**src/hw/rtl/bdq_pkg.sv**
```systemverilog
// Shared types, codes and ring helpers of the bounded deque.
`default_nettype none

package bdq_pkg;

    // Geometry; the result's entry count field is five bits wide
    localparam int DEPTH  = 16;
    localparam int ADDR_W = $clog2(DEPTH);
    localparam int CNT_W  = 5;
    localparam int WORD_W = 32;
    localparam int CMD_W  = 3;
    localparam int STAT_W = 2;

    localparam logic [CNT_W-1:0] DEPTH_CNT = CNT_W'(DEPTH);

    // Command codes; the unused codes act as read only
    localparam logic [CMD_W-1:0] CMD_PUSH_FRONT = 3'd0;
    localparam logic [CMD_W-1:0] CMD_PUSH_BACK  = 3'd1;
    localparam logic [CMD_W-1:0] CMD_POP_FRONT  = 3'd2;
    localparam logic [CMD_W-1:0] CMD_POP_BACK   = 3'd3;
    localparam logic [CMD_W-1:0] CMD_READ       = 3'd4;

    // Status codes
    localparam logic [STAT_W-1:0] STAT_DONE  = 2'd0;
    localparam logic [STAT_W-1:0] STAT_FULL  = 2'd1;
    localparam logic [STAT_W-1:0] STAT_EMPTY = 2'd2;

    typedef enum logic [1:0] {
        ST_IDLE,
        ST_READ,
        ST_LOAD
    } t_state;

    typedef struct packed {
        logic [CMD_W-1:0]         cmd;
        logic signed [WORD_W-1:0] value;
    } t_in_item;

    typedef struct packed {
        logic signed [WORD_W-1:0] front_word;
        logic signed [WORD_W-1:0] back_word;
        logic [CNT_W-1:0]         entry_count;
        logic                     is_empty;
        logic [STAT_W-1:0]        status;
    } t_out_item;

    // Ring position head + offset, offset at most DEPTH: one compare and subtract
    function automatic logic [ADDR_W-1:0] ring_add(input logic [ADDR_W-1:0] head,
                                                   input logic [CNT_W-1:0] offset);
        logic [CNT_W:0] sum;
        sum = {{(CNT_W + 1 - ADDR_W){1'b0}}, head} + {1'b0, offset};
        if (sum >= (CNT_W + 1)'(DEPTH)) begin
            sum = sum - (CNT_W + 1)'(DEPTH);
        end
        return sum[ADDR_W-1:0];
    endfunction

endpackage

`default_nettype wire

```
**src/hw/rtl/bdq_ram.sv**
```systemverilog
// Ring storage: one write port, two registered read ports.
`default_nettype none

module bdq_ram (
    input  wire logic                                   i_clk,
    input  wire logic                                   i_we,
    input  wire logic [bdq_pkg::ADDR_W-1:0]             i_waddr,
    input  wire logic signed [bdq_pkg::WORD_W-1:0]      i_wdata,
    input  wire logic                                   i_re,
    input  wire logic [bdq_pkg::ADDR_W-1:0]             i_raddr_f,
    input  wire logic [bdq_pkg::ADDR_W-1:0]             i_raddr_b,
    output logic signed [bdq_pkg::WORD_W-1:0]           o_rdata_f,
    output logic signed [bdq_pkg::WORD_W-1:0]           o_rdata_b
);

    logic signed [bdq_pkg::WORD_W-1:0] r_mem [bdq_pkg::DEPTH];

    // Write the pushed word
    always_ff @(posedge i_clk) begin
        if (i_we) begin
            r_mem[i_waddr] <= i_wdata;
        end
    end

    // Read both ends; hold the data while no read is issued
    always_ff @(posedge i_clk) begin
        if (i_re) begin
            o_rdata_f <= r_mem[i_raddr_f];
            o_rdata_b <= r_mem[i_raddr_b];
        end
    end

endmodule

`default_nettype wire

```
**src/hw/rtl/bdq_ctrl.sv**
```systemverilog
// Deque control: pointer update, read sequencing and result register.
`default_nettype none

module bdq_ctrl (
    input  wire logic                                   i_clk,
    input  wire logic                                   i_rst_n,
    input  wire logic                                   i_in_valid,
    input  wire bdq_pkg::t_in_item                      i_in_item,
    output logic                                        o_in_ready,
    output logic                                        o_out_valid,
    output bdq_pkg::t_out_item                          o_out_item,
    input  wire logic                                   i_out_ready,
    output logic                                        o_mem_we,
    output logic [bdq_pkg::ADDR_W-1:0]                  o_mem_waddr,
    output logic signed [bdq_pkg::WORD_W-1:0]           o_mem_wdata,
    output logic                                        o_mem_re,
    output logic [bdq_pkg::ADDR_W-1:0]                  o_mem_raddr_f,
    output logic [bdq_pkg::ADDR_W-1:0]                  o_mem_raddr_b,
    input  wire logic signed [bdq_pkg::WORD_W-1:0]      i_mem_rdata_f,
    input  wire logic signed [bdq_pkg::WORD_W-1:0]      i_mem_rdata_b
);

    bdq_pkg::t_state                  r_state, n_state;
    logic [bdq_pkg::ADDR_W-1:0]       r_head, n_head;
    logic [bdq_pkg::CNT_W-1:0]        r_count, n_count;
    logic [bdq_pkg::STAT_W-1:0]       r_status, n_status;
    logic                             r_out_valid, n_out_valid;
    bdq_pkg::t_out_item               r_out_item, n_out_item;
    logic                             in_acc;
    logic                             out_load;
    logic                             full;
    logic                             empty;

    assign in_acc = i_in_valid && o_in_ready;
    assign full   = (r_count == bdq_pkg::DEPTH_CNT);
    assign empty  = (r_count == '0);

    // Decode the command: new head, count, status and the store write
    always_comb begin
        n_head      = r_head;
        n_count     = r_count;
        n_status    = r_status;
        o_mem_we    = 1'b0;
        o_mem_waddr = bdq_pkg::ring_add(r_head, r_count);
        o_mem_wdata = i_in_item.value;
        if (in_acc) begin
            n_status = bdq_pkg::STAT_DONE;
            case (i_in_item.cmd)
                bdq_pkg::CMD_PUSH_FRONT: begin
                    if (full) begin
                        n_status = bdq_pkg::STAT_FULL;
                    end else begin
                        n_head      = bdq_pkg::ring_add(r_head,
                                          bdq_pkg::DEPTH_CNT - bdq_pkg::CNT_W'(1));
                        o_mem_waddr = n_head;
                        o_mem_we    = 1'b1;
                        n_count     = r_count + bdq_pkg::CNT_W'(1);
                    end
                end
                bdq_pkg::CMD_PUSH_BACK: begin
                    if (full) begin
                        n_status = bdq_pkg::STAT_FULL;
                    end else begin
                        o_mem_we = 1'b1;
                        n_count  = r_count + bdq_pkg::CNT_W'(1);
                    end
                end
                bdq_pkg::CMD_POP_FRONT: begin
                    if (empty) begin
                        n_status = bdq_pkg::STAT_EMPTY;
                    end else begin
                        n_head  = bdq_pkg::ring_add(r_head, bdq_pkg::CNT_W'(1));
                        n_count = r_count - bdq_pkg::CNT_W'(1);
                    end
                end
                bdq_pkg::CMD_POP_BACK: begin
                    if (empty) begin
                        n_status = bdq_pkg::STAT_EMPTY;
                    end else begin
                        n_count = r_count - bdq_pkg::CNT_W'(1);
                    end
                end
                default: begin
                    n_status = bdq_pkg::STAT_DONE;
                end
            endcase
        end
    end

    // Read addresses of both ends; the write of the accepted item lands before the read state
    always_comb begin
        o_mem_raddr_f = r_head;
        o_mem_raddr_b = empty ? r_head
                              : bdq_pkg::ring_add(r_head, r_count - bdq_pkg::CNT_W'(1));
    end

    // Next state
    always_comb begin
        n_state = r_state;
        case (r_state)
            bdq_pkg::ST_IDLE: begin
                if (in_acc) begin
                    n_state = bdq_pkg::ST_READ;
                end
            end
            bdq_pkg::ST_READ: begin
                n_state = bdq_pkg::ST_LOAD;
            end
            bdq_pkg::ST_LOAD: begin
                if (!r_out_valid || i_out_ready) begin
                    n_state = bdq_pkg::ST_IDLE;
                end
            end
            default: begin
                n_state = bdq_pkg::ST_IDLE;
            end
        endcase
    end

    // State outputs
    always_comb begin
        o_in_ready = 1'b0;
        o_mem_re   = 1'b0;
        out_load   = 1'b0;
        case (r_state)
            bdq_pkg::ST_IDLE: begin
                o_in_ready = 1'b1;
            end
            bdq_pkg::ST_READ: begin
                o_mem_re = 1'b1;
            end
            bdq_pkg::ST_LOAD: begin
                out_load = !r_out_valid || i_out_ready;
            end
            default: begin
                o_in_ready = 1'b0;
            end
        endcase
    end

    // Build the result; empty deque shows zero words
    always_comb begin
        n_out_item             = r_out_item;
        n_out_valid            = r_out_valid && !i_out_ready;
        if (out_load) begin
            n_out_valid            = 1'b1;
            n_out_item.front_word  = empty ? '0 : i_mem_rdata_f;
            n_out_item.back_word   = empty ? '0 : i_mem_rdata_b;
            n_out_item.entry_count = r_count;
            n_out_item.is_empty    = empty;
            n_out_item.status      = r_status;
        end
    end

    // Control registers
    always_ff @(posedge i_clk) begin
        if (!i_rst_n) begin
            r_state     <= bdq_pkg::ST_IDLE;
            r_head      <= '0;
            r_count     <= '0;
            r_status    <= bdq_pkg::STAT_DONE;
            r_out_valid <= 1'b0;
        end else begin
            r_state     <= n_state;
            r_head      <= n_head;
            r_count     <= n_count;
            r_status    <= n_status;
            r_out_valid <= n_out_valid;
        end
    end

    // Result payload
    always_ff @(posedge i_clk) begin
        r_out_item <= n_out_item;
    end

    assign o_out_valid = r_out_valid;
    assign o_out_item  = r_out_item;

endmodule

`default_nettype wire

```
**src/hw/rtl/bounded_deque.sv**
```systemverilog
// Top level of the bounded deque: control sequencer and ring storage.
//
//   channel   direction  handshake                    payload
//   in        in         i_in_valid / o_in_ready      i_in_item  (cmd, value)
//   out       out        o_out_valid / i_out_ready    o_out_item (front, back, count, flags)
//
// Each item passes three steps: accept and write the store, read both ends
// from the two read ports of the store, load the result register.
// The registered store read sets the separate read step; the next item is
// taken once the result register is loaded.
// A stalled result holds the sequencer in its load step; the read data stays put.
// Reset (synchronous, active low) clears state, head, count, status and valid, not the store.
`default_nettype none

module bounded_deque (
    input  wire logic                i_clk,
    input  wire logic                i_rst_n,
    input  wire logic                i_in_valid,
    input  wire bdq_pkg::t_in_item   i_in_item,
    output logic                     o_in_ready,
    output logic                     o_out_valid,
    output bdq_pkg::t_out_item       o_out_item,
    input  wire logic                i_out_ready
);

    logic                                 mem_we;
    logic [bdq_pkg::ADDR_W-1:0]           mem_waddr;
    logic signed [bdq_pkg::WORD_W-1:0]    mem_wdata;
    logic                                 mem_re;
    logic [bdq_pkg::ADDR_W-1:0]           mem_raddr_f;
    logic [bdq_pkg::ADDR_W-1:0]           mem_raddr_b;
    logic signed [bdq_pkg::WORD_W-1:0]    mem_rdata_f;
    logic signed [bdq_pkg::WORD_W-1:0]    mem_rdata_b;

    // Sequence commands and hold the result
    bdq_ctrl u_ctrl (
        .i_clk         (i_clk),
        .i_rst_n       (i_rst_n),
        .i_in_valid    (i_in_valid),
        .i_in_item     (i_in_item),
        .o_in_ready    (o_in_ready),
        .o_out_valid   (o_out_valid),
        .o_out_item    (o_out_item),
        .i_out_ready   (i_out_ready),
        .o_mem_we      (mem_we),
        .o_mem_waddr   (mem_waddr),
        .o_mem_wdata   (mem_wdata),
        .o_mem_re      (mem_re),
        .o_mem_raddr_f (mem_raddr_f),
        .o_mem_raddr_b (mem_raddr_b),
        .i_mem_rdata_f (mem_rdata_f),
        .i_mem_rdata_b (mem_rdata_b)
    );

    // Store the ring entries
    bdq_ram u_ram (
        .i_clk     (i_clk),
        .i_we      (mem_we),
        .i_waddr   (mem_waddr),
        .i_wdata   (mem_wdata),
        .i_re      (mem_re),
        .i_raddr_f (mem_raddr_f),
        .i_raddr_b (mem_raddr_b),
        .o_rdata_f (mem_rdata_f),
        .o_rdata_b (mem_rdata_b)
    );

endmodule

`default_nettype wire

```
**config.mk**
```make
export PLATFORM = sky130hd
export DESIGN_NAME = bounded_deque
export DESIGN_NICKNAME = d
export VERILOG_FILES = /design/src/hw/rtl/bdq_pkg.sv /design/src/hw/rtl/bdq_ram.sv /design/src/hw/rtl/bdq_ctrl.sv /design/src/hw/rtl/bounded_deque.sv
export SDC_FILE = /design/constraint.sdc
export NUM_CORES = 1
export LEC_CHECK = 0
export BUFFER_PORTS_ARGS = -buffer_cell sky130_fd_sc_hd__buf_2
export CAP_MARGIN = 20
export CELL_PAD_IN_SITES_DETAIL_PLACEMENT = 1
export CELL_PAD_IN_SITES_GLOBAL_PLACEMENT = 1
export CORE_MARGIN = 8
export CORE_UTILIZATION = 43
export DETAILED_ROUTE_END_ITERATION = 6
export HOLD_SLACK_MARGIN = 0.05
export PLACE_DENSITY_LB_ADDON = 0.1
export REMOVE_ABC_BUFFERS = 1
export SETUP_SLACK_MARGIN = 0.02
export SLEW_MARGIN = 20
export SYNTH_ARGS = -nofsm -noshare
export SYNTH_HDL_FRONTEND = slang
export SYNTH_SLANG_ARGS = --single-unit
```
**constraint.sdc**
```tcl
create_clock -name i_clk -period 12.2 [get_ports i_clk]
set_input_delay 2.44 -clock i_clk [delete_from_list [all_inputs] [get_ports i_clk]]
set_output_delay 2.44 -clock i_clk [all_outputs]
set_load 0.1 [all_outputs]
```
=== Word level (Yosys, flattened, before mapping) ===
Memories as Yosys holds them, arrays and structs flattened. A register that Yosys moved wholly into a read port is not among the register bits.
Index checks and enable logic that the tools add are counted.

* Flip-flop bits (word level): 86
* RAM bits: 512
* Input bits: 39
* Memories: 1

{| class="wikitable"
|+ Memory list
! memory !! words !! bits a word !! rd ports !! clocked after Yosys merged registers in !! wr ports !! line !! text
|-
| u_ram.r_mem || 16 || 32 || 2 || 2 || 1 || bdq_ram.sv:16 || <nowiki>logic signed [bdq_pkg::WORD_W-1:0] r_mem [bdq_pkg::DEPTH];</nowiki>
|}

* $add $sub $neg: 10
* Order comparisons: 4
* Equal/unequal tests: 12
* Multiplexer cells: 29
* Reduce and logical (&&, ||, !) cells: 15

{| class="wikitable"
|+ Operators with widths
! operator !! number
|-
| $mux 4 || 10
|-
| $sub 4x1->4 const B || 4
|-
| $add 4x5->6 || 2
|-
| $ge 6x5->1 const B || 2
|-
| $ge 5x5->1 const B || 2
|-
| $mux 1 || 10
|-
| $mux 5 || 2
|-
| $pmux 5 s2 || 1
|-
| $ne 2x2->1 const B || 4
|-
| $pmux 4 s2 || 1
|-
| $reduce_and 4->1 || 2
|-
| $eq 3x2->1 const B || 2
|-
| $mux 2 || 3
|-
| $pmux 2 s3 || 1
|-
| $add 4x1->5 const B || 1
|-
| $add 4x4->5 const B || 1
|-
| $add 5x1->5 const B || 1
|-
| $eq 5x5->1 const B || 1
|-
| $logic_not 5->1 || 1
|-
| $sub 5x1->5 const B || 1
|-
| $ne 2x1->1 const B || 2
|-
| $pmux 2 s2 || 1
|-
| $reduce_bool 2->1 || 2
|-
| $reduce_or 2->1 || 2
|-
| other kinds (9) || 11
|}

=== Logic depth before layout (Yosys ltp) ===
* Depth in word-level cells: 6
* Depth in mapped cells: 11
* Depth with buffers taken out: 9

=== Cells and area by module ===
Synthesis repeated with hierarchy kept, for this count alone.

* Cell total of the unflattened synthesis: 1458
* Area total of the unflattened synthesis: 28835.2 um^2

{| class="wikitable"
|+ Modules (own cells, without submodules)
! module !! instances !! cells an instance !! area an instance (um^2) !! sequential area each (um^2)
|-
| bdq_ram || 1 || 1141 || 24828.8 || 17296.6
|-
| bdq_ctrl || 1 || 317 || 4006.3 || 2442.3
|}

=== Least setup slack after synthesis ===
Ideal clock, no wire load.

* Path kind: input -> register
* Start point: in i_in_valid
* End point: mem u_ram.r_mem[0][0] in the netlist's numbering (enable)
* Setup time: 0.461 ns
* Data arrival time: 6.180 ns
* Data required time: 11.739 ns
* Slack: 5.560 ns
* Stages on the path: 6
* Path through: or3b_1 > clkbuf_1 > or4_1 > nor3_1 > a221oi_1 > nor3_1

* Word-level cells in the longest chain between the ends: 4
* Elaborated cells on any way between the ends: 5
* Classes of those cells: mux (4); reduce/logical (1)

{| class="wikitable"
|+ Ends and longest elaborated chain
! item !! line !! text
|-
| start: declaration || bounded_deque.sv:18 || <nowiki>input wire logic i_in_valid,</nowiki>
|-
| $logic_and 1x1->1 * || bdq_ctrl.sv:34 || <nowiki>assign in_acc = i_in_valid && o_in_ready;</nowiki>
|-
| $mux 1 || bdq_ctrl.sv:46 || <nowiki>if (in_acc) begin</nowiki>
|-
| $mux 1 || bdq_ram.sv:20 || <nowiki>if (i_we) begin</nowiki>
|-
| $mux 1 (implied by the code) || bdq_ram.sv:21 || <nowiki>r_mem[i_waddr] <= i_wdata;</nowiki>
|-
| end: declaration || bdq_ram.sv:16 ||
|}

Mark *: on every way between the ends. The rest lies on a longest branch, timed or not.

=== Worst setup path in the final report ===
* Start point: reg u_ctrl.r_head (netlist bit u_ctrl.o_mem_raddr_f[1])
* End point: reg u_ram.o_rdata_b[24] in the netlist's numbering, read port of u_ram.r_mem (data pin)

* Word-level cells in the longest chain between the ends: 4
* Elaborated cells on any way between the ends: 5
* Classes of those cells: add/sub (2); order compare (1); mux (2)

{| class="wikitable"
|+ Ends and longest elaborated chain
! item !! line !! text
|-
| start: declaration || bdq_ctrl.sv:24 || <nowiki>logic [bdq_pkg::ADDR_W-1:0] r_head, n_head;</nowiki>
|-
| start signal: assignment || bdq_ctrl.sv:165 || <nowiki>r_head <= n_head;</nowiki>
|-
| $add 4x5->6 || bdq_pkg.sv:51 || <nowiki>sum = {{(CNT_W + 1 - ADDR_W){1'b0}}, head} + {1'b0, offset};</nowiki>
|-
| $ge 6x5->1 or $sub 4x1->4 (tied branches) || bdq_pkg.sv:52, bdq_pkg.sv:53 ||
|-
| $mux 4 || bdq_pkg.sv:52 || <nowiki>if (sum >= (CNT_W + 1)'(DEPTH)) begin</nowiki>
|-
| $mux 4 * || bdq_ctrl.sv:93 || <nowiki>o_mem_raddr_b = empty ? r_head</nowiki>
|-
| end: declaration || bdq_ram.sv:13 || <nowiki>output logic signed [bdq_pkg::WORD_W-1:0] o_rdata_b</nowiki>
|}

Marked as above.
A chain may end at the register's enable or synchronous reset.

==> impl_metrics.csv <==
group,metric,value,unit
global_routing,overflow,0,
logic_synthesis,synth_top_area_share,0.597,
cts,clk_latency,0.61,ns
cells_and_area,drive_gt1_frac,0.254,
logic_synthesis,yosys_warnings,0,
setup_path,arrival,5.49,ns
route,drtAntennaViolNets,0,
placement,numPortBuffers,112,
sta,fin_hold_ws,0.435,ns
cts,post_cts_resized,0,
sta,worst_slack,7.02,ns
cts,cts_root_buf,"clkbuf_16",
sta,worst_pin_slew,1.13,ns
sta,setup-tns-final,0,ns
route,dr_total_vias,20468,
logic_synthesis,ys_ff_latch,662,
cts,htree_levels,3,
cells_and_area,fin_nets,2321,
cts,holdBufCountCts,0,
sta,finalSetupViolations,0,
cells_and_area,multiInputGateArea,0.0122,sq mm
die,core,0.0754,sq mm
setup_path,cp_max_fo,94,
placement,pre_cts_ws,6.70,ns
global_routing,grt_first_pass_wirelength,144,mm
setup_path,worst_ep_required_time,12.51,ns
die,row_count,101,
die,dieHeight,291,um
global_routing,track_usage,0.224,
die,start_util,0.432,
logic_synthesis,synthCells,2215,
route,drt_wl_total,96.8,mm
sta,fmax,193,MHz
logic_synthesis,netlist_area,0.0326,sq mm
setup_path,critPathLaunchType,"flip-flop",
cts,numCtsBuffers,76,
sta,finalClockSkew,0.0194,ns
route,vias_per_cell,6.19,
cells_and_area,syn_to_final_growth,12.2,%
hold_path,hp-class,"reg2reg",
cells_and_area,fillCellCount,7332,
pwr,power_density,157,mW/mm^2
die,dieArea,0.0848,sq mm
logic_synthesis,synth_edf_count,648,
placement,dp_hpwl,53.1,mm
logic_synthesis,synthFlopType,"edfxtp_1",
job,maxCapViolCount,0,
cts,clock_sinks,662,
cts,cts_setup_buffers,0,
die,ioPinCount,113,
logic_synthesis,yosysSeqAreaShare,0.606,
logic_synthesis,yosys-top-cells-area,"edfxtp_1, mux4_2, mux2_2",
cts,clkTransAtPathRegs,0.06,ns
setup_path,cp-end-kind,"flip-flop",
global_routing,grt_max_degree,194,
pwr,power,5.73,mW
logic_synthesis,synth_top_area_cell,"edfxtp_1",
cts,cts_buffer_depth,3,
cells_and_area,regArea,0.0197,sq mm
route,dr.pass1.iters,5,
logic_synthesis,synth-async-reset-ratio,0,
cells_and_area,final_core_util,0.484,
global_routing,grt_pass1_vias,21874,
route,drc,0,
sta,finalCritPeriodShare,0.425,
route,drt_iter0_markers,1452,
global_routing,antenna_found_initial,2,
placement,gp_congestion,0.784,
sta,slew-limit-headroom,0.247,
pwr,vdd_ir_drop_max,0.113,mV
sta,fin_crit,5.18,ns
cts,cts_tree,"done",
sta,rsz0062_at_grt,"no",
route,wire_per_inst,29.3,um
sta,maxSlewViolCount,0,
sta,finalHoldViolCount,0,
setup_path,critPathKind,"reg2reg",
outcome,status,"completed",
die,die_w,291,um
logic_synthesis,syn_avg_cell_area,14.7,sq um
pwr,power_leakage,12.1,nW
logic_synthesis,yosysUniqueCellTypes,48,
[synth_stat cells (all sizes together) (4+ instances only)]
cell type	number
o21ai	6
or3b	97
nand2	198
a221oi	6
buf	53
mux2	128
a21boi	4
mux4	160
dfxtp	14
inv	11
nor3	29
and2	70
o2111ai	32
mux2i	72
edfxtp	648
clkbuf	127
ha	11
o221ai	96
xnor2	11
nor2b	5
a21oi	197
nand2b	195
xor2	8
nor2	4
[kinds of logic (layout without fill, tap and decap cells)]
family | after synthesis | count (layout) | share of synthesized area
multiplexers | 360 | 360 | 0.178
other | 0 | 2 | 0
flip-flops | 662 | 662 | 0.606
buffers and inverters | 191 | 302 | 0.0249
adder cells (fa/ha/maj) | 13 | 13 | 0.00545
AO/OA/AOI/OAI | 353 | 353 | 0.0710
XOR/XNOR | 19 | 19 | 0.00511
AND/OR/NAND/NOR | 617 | 617 | 0.110
[critical path, stage by stage (launching register included)]
cell       delay [ns]
dfxtp_4          0.81
inv_1            0.37
fa_1             0.51
xnor2_1          0.17
mux2i_4          0.15
buf_6            0.63
buf_4            0.93
buf_4            0.57
or3b_1           0.41
o221ai_1         0.09
o2111ai_1        0.16
[stage by stage]
stage	area (sq um)	std cells
2_1_floorplan	31800	2035
3_3_place_gp	34100	3168
3_5_place_dp	34100	3168
4_1_cts	36500	3303
5_1_grt	36500	3304
6_report	36600	3306
[cell usage in the layout (no fill, tap or decap), types with 4 or more instances in the layout]
cell type / instances
a21oi_1: 197
nor3_2: 19
ha_1: 10
clkbuf_16: 79
o2111ai_1: 32
nand2_1: 198
or3b_1: 97
a21boi_0: 4
bufinv_16: 4
buf_2: 112
nand2b_1: 195
mux2i_4: 5
clkbuf_8: 4
mux4_2: 160
mux2i_1: 67
inv_1: 9
edfxtp_1: 648
xnor2_1: 11
clkinv_2: 19
nor3_1: 10
clkinv_1: 13
nor2_1: 4
dfxtp_1: 11
clkbuf_1: 11
xor2_1: 8
o221ai_1: 96
o21ai_0: 6
buf_4: 39
mux2_2: 128
a221oi_1: 6
and2_1: 70
[worst paths after layout]
kind | startpoint | endpoint | slack, ns | cells after the start
worst max register to register | u_ctrl.o_mem_raddr_f[1] | u_ram.o_rdata_b[24] | 7.02 | 10
worst min-delay path | u_ctrl.r_status[0] | u_ctrl.o_out_item[0] | 0.44 | 0
worst min register to register | u_ctrl.r_status[0] | u_ctrl.o_out_item[0] | 0.44 | 0
worst max-delay path | u_ctrl.o_mem_raddr_f[1] | u_ram.o_rdata_b[24] | 7.02 | 10
[layer usage]
| layer | wire length, um | part of all wire | global-route usage | vias up |
|---|---|---|---|---|
| li1 | - | - | - | 8784 |
| met1 | 42800 | 0.44 | 0.303 | 10982 |
| met2 | 47300 | 0.49 | 0.374 | 558 |
| met3 | 4340 | 0.045 | 0.0302 | 142 |
| met4 | 2390 | 0.025 | 0.0672 | 2 |
| met5 | 13 | 0.00013 | 0 | - |
[cell type report]
cell class,count,share of cell area
diodes,2,0.000137
clock buffers,94,0.0567
clock inverters,41,0.00842
inverters,11,0.00123
multi-input cells,1362,0.334
flip-flops and latches,662,0.540
well taps,978,0.0335
repair buffers,156,0.0258
[power breakdown]
| group | switching [mW] | total [mW] | internal, mW |
|---|---|---|---|
| clock | 0.919 | 2.21 | 1.29 |
| sequential | 0.0215 | 2.58 | 2.56 |
| combinational | 0.589 | 0.945 | 0.356 |
| total | 1.53 | 5.73 | 4.20 |
[sequential cells by signal, summed over array words and instances, names as in the netlist]
name,count
u_ctrl.o_out_valid,1
u_ram.r_mem,512
u_ctrl.o_out_item,72
u_ctrl.r_status,2
u_ctrl.r_count,5
u_ram.o_rdata_b,32
u_ctrl.o_mem_raddr_f,4
u_ram.o_rdata_f,32
u_ctrl.r_state,2
Note: power is estimated with default switching activity, not from simulation.
